`src/hw/rtl/assert_macros.svh`:
```
// Assertion helpers shared by the RTL.
`ifndef ASSERT_MACROS_SVH
`define ASSERT_MACROS_SVH
`ifndef SYNTHESIS
`define ASSERT_IMPLIES(label, clk, rst_n, a, c) \
	label: assert property (@(posedge clk) disable iff (!rst_n) (a) |-> (c)) \
	else $error("assertion failed");
`define ASSERT_NEXT(label, clk, rst_n, a, c) \
	label: assert property (@(posedge clk) disable iff (!rst_n) (a) |=> (c)) \
	else $error("assertion failed");
`else
`define ASSERT_IMPLIES(label, clk, rst_n, a, c)
`define ASSERT_NEXT(label, clk, rst_n, a, c)
`endif
`endif

```
`src/hw/rtl/aabb_pkg.sv`:
```
`timescale 1ns / 1ps
`default_nettype none
package aabb_pkg;
	localparam int NumBodies = 8;
	localparam int EdgeCount = 2 * NumBodies;
	localparam int BodyW = 3;
	localparam int EdgeW = $clog2(EdgeCount);
	localparam int PassW = $clog2(EdgeCount + 1);
	localparam int NumAxes = 3;

	typedef logic [EdgeW-1:0] edge_t;

	typedef enum logic [1:0] {
		ST_LOAD,
		ST_SORT,
		ST_RANK,
		ST_TEST
	} state_t;

	typedef struct packed {
		logic       load;
		logic       pass_odd;
		logic       sort_en;
	} lane_ctl_t;

	typedef struct packed {
		logic [BodyW-1:0] first_body;
		logic [BodyW-1:0] second_body;
		logic             boxes_overlap;
		logic             final_pair;
	} pair_t;

	typedef struct packed {
		logic [BodyW-1:0] body_index;
		logic [31:0]      x_low;
		logic [31:0]      x_high;
		logic [31:0]      y_low;
		logic [31:0]      y_high;
		logic [31:0]      z_low;
		logic [31:0]      z_high;
		logic             frame_end;
	} box_t;
endpackage
`default_nettype wire

```
`src/hw/rtl/aabb_pair_merge.sv`:
```
`timescale 1ns / 1ps
`default_nettype none
// Combine the three lanes' ranks into one pair verdict.
module aabb_pair_merge (
	input  wire logic [aabb_pkg::NumAxes-1:0][aabb_pkg::NumBodies-1:0][aabb_pkg::EdgeW-1:0] sr,
	input  wire logic [aabb_pkg::NumAxes-1:0][aabb_pkg::NumBodies-1:0][aabb_pkg::EdgeW-1:0] er,
	input  wire logic [aabb_pkg::BodyW-1:0] a,
	input  wire logic [aabb_pkg::BodyW-1:0] b,
	output logic hit
);
	always_comb begin
		hit = 1'b1;
		for (int x = 0; x < aabb_pkg::NumAxes; x++) begin
			if (!((sr[x][a] < sr[x][b] && sr[x][b] < er[x][a]) ||
			      (sr[x][b] < sr[x][a] && sr[x][a] < er[x][b]))) hit = 1'b0;
		end
	end
endmodule
`default_nettype wire

```
`config.mk`:
```
export PLATFORM = sky130hd
export DESIGN_NAME = aabb_pair_merge
export DESIGN_NICKNAME = d
export VERILOG_FILES = /design/src/hw/rtl/assert_macros.svh /design/src/hw/rtl/aabb_pkg.sv /design/src/hw/rtl/aabb_pair_merge.sv
export SDC_FILE = /design/constraint.sdc
export NUM_CORES = 1
export LEC_CHECK = 0
export ABC_AREA = 1
export BUFFER_PORTS_ARGS = -buffer_cell sky130_fd_sc_hd__buf_4
export CORE_MARGIN = 2
export CORE_UTILIZATION = 45
export DETAILED_ROUTE_END_ITERATION = 6
export GPL_ROUTABILITY_DRIVEN = 0
export PLACE_DENSITY_LB_ADDON = 0.25
export SLEW_MARGIN = 25
export SYNTH_ARGS = -nofsm -noshare
export SYNTH_HDL_FRONTEND = slang
export SYNTH_SLANG_ARGS = --single-unit
export TNS_END_PERCENT = 1
```
`constraint.sdc`:
```
create_clock -name vclk -period 3.7
set_clock_uncertainty 0.1 [all_clocks]
set_input_delay 0.555 -clock vclk [all_inputs]
set_output_delay 0.555 -clock vclk [all_outputs]
set_load 0.01 [all_outputs]
```
; ---- Word-level counts from Yosys, hierarchy flattened
; Index checks and enable logic that the tools add are counted.
[totals]
reg_bits = 0
[op_classes]
n_lt_le_gt_ge = 14
mux = 27
n_reduce_logical = 9
[ops]
columns = op, n
row1 = 4-bit binary-select mux with 3-bit select, 12
row2 = 4-bit less-than comparator, 12
row3 = 4-bit 2-to-1 mux, 12
row4 = 3-bit by 4-bit less-than comparator with 1-bit output (second input constant), 2
row5 = 1-bit logical AND, 6
row6 = 1-bit logical OR, 3
row7 = 1-bit 2-to-1 mux, 3

; ---- Depth between registers and ports, before layout
; Gate-level depths: netlist of run 1.
[depth]
depth_word = 8
mapped_depth = 19

; ---- Worst setup path after synthesis of run 1
; Ideal clock, no wire load.
[synth_path]
path_type = input-to-output
startpoint = input b[1] in the netlist's numbering
endpoint = output hit
t_arrival_ns = 2.615
required_time_ns = 3.045
setup_slack_ns = 0.430
path_stages = 17
cell_sequence = buf_4 buf_4 buf_6 buf_2 a21oi_1 o21ai_0 a31oi_1 ha_1 a21oi_1 o21bai_1 a21oi_1 nand2_1 a21oi_1 nand2_1 nand2_1 inv_1 nor2_1
[synth_between]
elab_chain_cells = 8
[synth_lines]
columns = item, line_no
row1 = from (decl), aabb_pair_merge.sv:8  ; input wire logic [aabb_pkg::BodyW-1:0] b,
row2 = "4-bit binary-select mux with 3-bit select, on equally long branches", "aabb_pair_merge.sv:14, aabb_pair_merge.sv:15"
row3 = "4-bit 2-to-1 mux, on equally long branches", "aabb_pair_merge.sv:14, aabb_pair_merge.sv:15"
row4 = "4-bit less-than comparator, on equally long branches", "aabb_pair_merge.sv:14, aabb_pair_merge.sv:15"
row5 = "1-bit logical AND, on equally long branches", "aabb_pair_merge.sv:14, aabb_pair_merge.sv:15"
row6 = 1-bit logical OR, aabb_pair_merge.sv:14  ; if (!((sr[x][a] < sr[x][b] && sr[x][b] < er[x][a]) ||
row7 = 1-bit 2-to-1 mux (2 in series), aabb_pair_merge.sv:14
row8 = 1-bit 2-to-1 mux *, aabb_pair_merge.sv:14
row9 = to (decl), aabb_pair_merge.sv:9  ; output logic hit
; Mark *: on every way between the ends. The rest lies on a longest branch, timed or not. The select of a mux whose other input is x is not followed.

; ---- Worst setup path after layout of run 1
[layout_path]
startpoint = input a[0] in the netlist's numbering
endpoint = output hit
[layout_between]
elab_chain_cells = 8
[layout_lines]
columns = item, line_no
row1 = from (decl), aabb_pair_merge.sv:7  ; input wire logic [aabb_pkg::BodyW-1:0] a,
row2 = "4-bit binary-select mux with 3-bit select, on equally long branches", "aabb_pair_merge.sv:14, aabb_pair_merge.sv:15"
row3 = "4-bit 2-to-1 mux, on equally long branches", "aabb_pair_merge.sv:14, aabb_pair_merge.sv:15"
row4 = "4-bit less-than comparator, on equally long branches", "aabb_pair_merge.sv:14, aabb_pair_merge.sv:15"
row5 = "1-bit logical AND, on equally long branches", "aabb_pair_merge.sv:14, aabb_pair_merge.sv:15"
row6 = 1-bit logical OR, aabb_pair_merge.sv:14
row7 = 1-bit 2-to-1 mux (2 in series), aabb_pair_merge.sv:14
row8 = 1-bit 2-to-1 mux *, aabb_pair_merge.sv:14
; Marks and branches as above.

==> run_results.csv, run 1 <==
group,metric,value,unit
run_status,status,"finished clean",
placed_design,dpl_worst_slack,0.161,ns
timing,slew_viol_final,0,
placed_design,dp_hpwl,12.4,mm
worst_setup_path,cp_num_buf_inv,6,
timing,tns,0,ns
pwr,clkPwrFrac,0,
drt,ant_nets,0,
worst_setup_path,arrival,2.84,ns
cells_and_area,final_nets,1301,
yosys,syn_area,4350,µm²
die,core_area,9330,µm²
timing,setup_violations,0,
run,drv_cap,0,
placed_design,numPortBuffers,199,
worst_setup_path,crit_family,"compound AO/OA/AOI/OAI gates",
worst_setup_path,cp_max_fo,44,
cells_and_area,register_area,0,µm²
pwr,leakagePower,3.29,nW
timing,worst_pin_slew,0.511,ns
timing,layout_min_cycle_time,3.49,ns
timing,rsz0062_at_grt,"no",
worst_setup_path,critPathRequiredTime,3.04,ns
cells_and_area,seq_cell_count,0,
global_route,grt_pass1_wl,24.6,mm
pwr,vdd_ir_drop_max,0.0577,mV
pwr,switchingPower,424,µW
global_route,antenna_found_initial,0,
global_route,grt_max_degree,71,
cells_and_area,finish.utilization,0.639,
timing,setup_ws,0.205,ns
drt,dr.first_iter.drc_count,481,
worst_hold_path,holdCritPathClass,"in -> out",
pwr,powerDensity,132,nW/µm²
die,die_x,102,µm
global_route,overflow,0,
die,initial_utilization,0.467,
global_route,grt_pass1_vias,5604,
yosys,synth.net_count,1140,
drt,drt_first_pass_iters,6,
timing,slew_headroom,0.659,
global_route,grtUsageTotal,0.280,
worst_setup_path,endpoint_kind,"output port",
worst_hold_path,worstHoldPathCells,13,
worst_setup_path,critPathSlowestCell,"ha_1",
timing,fmax,286,MHz
die,rows,35,
die,die_h,102,µm
pwr,p_sw_frac,0.538,
die,dieArea,10500,µm²
cells_and_area,n_antenna_cell,0,
worst_setup_path,critical_path.cell_chain,"buf_4, inv_2, buf_12, nor2_1, o21ai_0, nand2_1, o21ai_1, inv_1, ha_1, a21oi_1, o21bai_1, a21oi_1, nand2_1, a21oi_1, nand2_1, nand2_1, inv_1, nor2_1, buf_4",
worst_hold_path,hold_path.startpoint,"sr[80]",
timing,finalCritPeriodShare,0.945,
worst_setup_path,critical_path_class,"in -> out",
yosys,ys_types,24,
worst_setup_path,slowest_delay,0.33,ns
drt,drt_wl_total,16.0,mm
pwr,p_int,364,µW
drt,wl_per_cell,13.3,µm
cells_and_area,clkbuf_count,0,
yosys,syn_inst,912,
timing,holdWs,1.85,ns
yosys,syn_avg_cell_area,4.77,µm²
pwr,seqPwrFrac,0,
die,pin_count,199,
drt,route.detailed.drc,0,
worst_setup_path,start_kind,"input pin",
worst_setup_path,crit_top_cell,"nand2_1",
drt,via_count,6395,
yosys,ys_warn_count,0,
yosys,yosys.area.top_type,"o21ai_0",
yosys,synth_area_leaders,"o21ai_0 (22%), nand2_1 (18%), inv_1 (12%)",
yosys,yosysTopAreaCellShare,0.221,
cells_and_area,drive_gt1_frac,0.216,
timing,timing.final.hold_violations,0,
drt,via_per_inst,5.33,
pwr,pwr-share-comb,1.000,
yosys,synth-seq-area-share,0,
cells_and_area,area_growth,36.9,%
worst_hold_path,hold_path_end,"hit",
==> cells by family after synthesis <==
kind of cell,count (synthesis),synth area share
AOI/OAI and AO/OA,313,0.376
adders and majority gates,30,0.0862
buffers and inverters,207,0.202
and+or+nand+nor,362,0.336
==> per-layer routing <==
layer | wire length, µm | global-route usage | share of wire
met1 | 6540 | 0.376 | 0.41
met2 | 7650 | 0.495 | 0.48
met3 | 1410 | 0.0116 | 0.088
met4 | 371 | 0.0626 | 0.023
met5 | 0 | 0 | 0
==> synth_stat cells <==
cell and number:
nand2_1 214, nand3_1 75, nand4_1 1, buf_6 3
a21oi_1 79, a31oi_1 9, nor3b_1 2, clkbuf_2 1
clkbuf_1 22, buf_1 4, inv_1 134, nor3_1 1
o21bai_1 1, clkinv_1 1, buf_4 12, o211ai_1 20
a211oi_1 1, buf_2 27, a21o_1 1, inv_2 3
nor2_1 69, ha_1 30, o21ai_0 192, o21ai_1 10
==> through the flow <==
| step | total power [mW] | std cells | cell area (µm²) |
|---|---|---|---|
| 6_report | 0.788 | 1200 | 5960 |
| 5_1_grt | 0.893 | 1200 | 5960 |
| 4_1_cts | 0.771 | 1198 | 5900 |
| 3_5_place_dp | 0.768 | 1198 | 5900 |
| 3_3_place_gp | 0.761 | 1198 | 5900 |
| 2_1_floorplan | 0.470 | 912 | 4350 |
==> worst max-delay path by stage <==
stage / from / end / slack, ns / cells past startpoint
floorplan: b[1] / hit / 0.43 / 17
global placement: a[0] / hit / 0.24 / 17
detailed placement: b[1] / hit / 0.16 / 17
CTS: b[1] / hit / 0.14 / 17
global route: a[0] / hit / 0.005 / 18
finish: a[0] / hit / 0.21 / 19
==> final cells by class <==
class | instances | area, µm²
multi-input cells | 705 | 3470
inverters | 138 | 518
well taps | 129 | 161
repair buffers | 228 | 1810
fillers | 944 | 3370
==> cell usage in the layout (no fill, tap or decap) <==
master,instances
buf_4,218
nand2_1,214
o21ai_0,190
inv_1,134
a21oi_1,79
nand3_1,75
nor2_1,69
ha_1,30
o211ai_1,20
o21ai_1,12
a31oi_1,9
buf_6,5
inv_2,3
buf_12,3
nor3b_1,2
clkinv_1,1
o21bai_1,1
a21o_1,1
nand4_1,1
nor3_1,1
a211oi_1,1
clkbuf_16,1
buf_16,1
==> power by group through the flow <==
stage                     Clock (mW)  Combinational, mW  Sequential (mW)
after floorplan                    0              0.470                0
after global placement             0              0.761                0
after CTS                          0              0.771                0
final                              0              0.788                0
after detailed placement           0              0.768                0
after global routing               0              0.893                0
==> timing repair <==
action                                  in CTS  in global routing
endpoints found under the hold margin        0                  0
endpoints found under the setup margin       0                  1
resized for setup                            0                  8
buffers inserted                             0                  1
hold buffers                                 0                  0
(Power assumes the default switching activity.)
==> run 2: changes to the inputs <==
ABC_AREA = default   (was 1)
==> run 2 against run 1 <==
Net effect:
- the flow now finishes with violations (setup timing)
- via count down 45%
- synthesized cell count shrank 72%
- clock-buffer cell count stayed put
- final cell count decreased by 52%
- fmax decreased by 8.5%
- total power is 8.1% higher
- final area shrank 6.7%
- utilization increased by 8.8 points
- highest routed layer unchanged
==> run_results.csv, run 2 <==
group,metric,value,unit
run_status,status,"complete, but fails checks",
run_status,failed_checks,"setup timing",
pwr,seqPwrFrac,0,
die,die_h,92.2,µm
timing,holdWs,1.88,ns
yosys,syn_inst,252,
placed_design,placed_area,5400,µm²
timing,setup_violations,1,
timing,layout_min_cycle_time,3.82,ns
yosys,synth.net_count,480,
yosys,synth-seq-area-share,0,
drt,route.detailed.drc,0,
cells_and_area,drive_gt1_frac,0.781,
drt,drt_wl_total,12.0,mm
clocking,postCtsHoldBufs,0,
pwr,switchingPower,332,µW
die,dieArea,8510,µm²
global_route,grt_pass1_wl,18.6,mm
worst_setup_path,cp_max_fo,6,
drt,via_count,3525,
cells_and_area,n_antenna_cell,0,
yosys,synth_most_common_cell,"mux4_2",
timing,slew_viol_final,0,
die,pin_count,199,
yosys,syn_avg_cell_area,13.9,µm²
cells_and_area,stdcell_area,5560,µm²
pwr,p_int,520,µW
cells_and_area,final_nets,701,
drt,dr.first_iter.drc_count,117,
timing,rsz0062_at_grt,"yes",
yosys,ys_warn_count,0,
drt,ant_nets,0,
pwr,leakagePower,2.50,nW
yosys,synth_area_leaders,"mux4_2 (61%), ha_1 (11%), mux2i_1 (9.4%)",
run,drv_cap,0,
timing,finalCritPeriodShare,1.03,
global_route,grtUsageTotal,0.276,
pwr,p_total,852,µW
timing,setup_ws,-0.121,ns
global_route,antenna_found_initial,0,
cells_and_area,finish.utilization,0.727,
drt,drt_first_pass_iters,4,
timing,slew_headroom,0.780,
cells_and_area,layout_common_cells,"buf_4 (233), mux4_2 (95), ha_1 (28), mux2i_1 (24), mux2_2 (14)",
worst_setup_path,critical_path_class,"in -> out",
pwr,p_sw_frac,0.390,
timing,timing.final.hold_violations,0,
pwr,clkPwrFrac,0,
cells_and_area,seq_cell_count,0,
die,rows,32,
die,initial_utilization,0.458,
timing,fmax,262,MHz
yosys,yosysTopAreaCellShare,0.611,
yosys,yosys.area.top_type,"mux4_2",
drt,wl_per_cell,21.0,µm
worst_setup_path,arrival,3.17,ns
pwr,vdd_ir_drop_max,0.0695,mV
cells_and_area,layout_commonest_cell,"buf_4",
yosys,yosys-top-cells-count,"mux4_2 (95), mux2i_1 (33), ha_1 (30)",
placed_design,dp_hpwl,10.4,mm
worst_hold_path,holdCritPathClass,"in -> out",
placed_design,numPortBuffers,199,
global_route,overflow,0,
timing,tns,-0.121,ns
cells_and_area,final_cells,573,
cells_and_area,register_area,0,µm²
timing,worst_pin_slew,0.321,ns
pwr,powerDensity,153,nW/µm²
global_route,grt_pass1_vias,3795,
cells_and_area,area_growth,58.7,%
placed_design,numPlacedInstances,565,
cells_and_area,multi_input_area,3420,µm²
drt,via_per_inst,6.15,
die,die_x,92.2,µm
pwr,pwr-share-comb,1.000,
yosys,ys_types,28,
placed_design,dpl_worst_slack,-0.233,ns
yosys,syn_area,3500,µm²
worst_setup_path,critPathRequiredTime,3.04,ns
worst_setup_path,endpoint_kind,"output port",
global_route,grt_max_degree,23,
worst_setup_path,start_kind,"input pin",
die,core_area,7650,µm²
cells_and_area,fillers,552,
cells_and_area,clkbuf_count,0,
## run 2: changes by cell type after synthesis, moves of 10 or more
cell / change
nand2_1: -212
o21ai_0: -191
inv_1: -123
mux4_2: +95
a21oi_1: -75
nand3_1: -71
nor2_1: -69
mux2i_1: +33
o211ai_1: -20
buf_2: -17
mux2_2: +15
clkbuf_1: -14
o21ai_1: -10
## run 2: worst max-delay path, cell delays in order
cell	delay, ns
buf_12	0.11
buf_12	0.12
mux4_2	0.50
mux2i_2	0.24
buf_4	0.17
ha_4	0.11
nor2b_1	0.04
o21a_1	0.18
o21a_1	0.20
or4b_1	0.53
a221oi_2	0.24
buf_4	0.17
## run 2: metal layers
metal / routed length [µm] / vias to the layer above / part of all wire / GRT usage
li1: - / 1586 / - / -
met1: 4360 / 1764 / 0.36 / 0.329
met5: 0 / - / 0 / 0
met3: 729 / 20 / 0.061 / 0.0362
met2: 6630 / 155 / 0.55 / 0.523
met4: 309 / 0 / 0.026 / 0.0709
## run 2: power groups by stage
stage	Clock (mW)	Sequential, mW	Combinational [mW]
2_1_floorplan	0	0	0.475
3_3_place_gp	0	0	0.786
3_5_place_dp	0	0	0.811
4_1_cts	0	0	0.833
5_1_grt	0	0	0.916
6_report	0	0	0.852
## run 2: cell type report
class,count,share of cell area
tap,102,0.0230
multi-input combinational,215,0.615
inverter,11,0.00743
timing repair buffer,245,0.355
## run 2: worst paths after layout
| check | startpoint | to | cells after the start |
|---|---|---|---|
| setup / recovery | a[0] | hit | 12 |
| hold / removal | sr[48] | hit | 7 |
## run 2: repair_timing
action / in CTS / in global routing
setup endpoints to repair: 1 / 1
pin swaps: 2 / 5
gates resized for setup: 8 / 9
hold endpoints to repair: 0 / 0
setup buffers: 6 / 2
## run 2: logic make-up (layout without fill, tap and decap cells)
family	after synthesis	in the layout	synth area share
simple gates	13	13	0.0225
compound gates	28	28	0.0611
fa+ha+maj	30	30	0.107
mux	144	144	0.761
buf+inv	37	256	0.0486
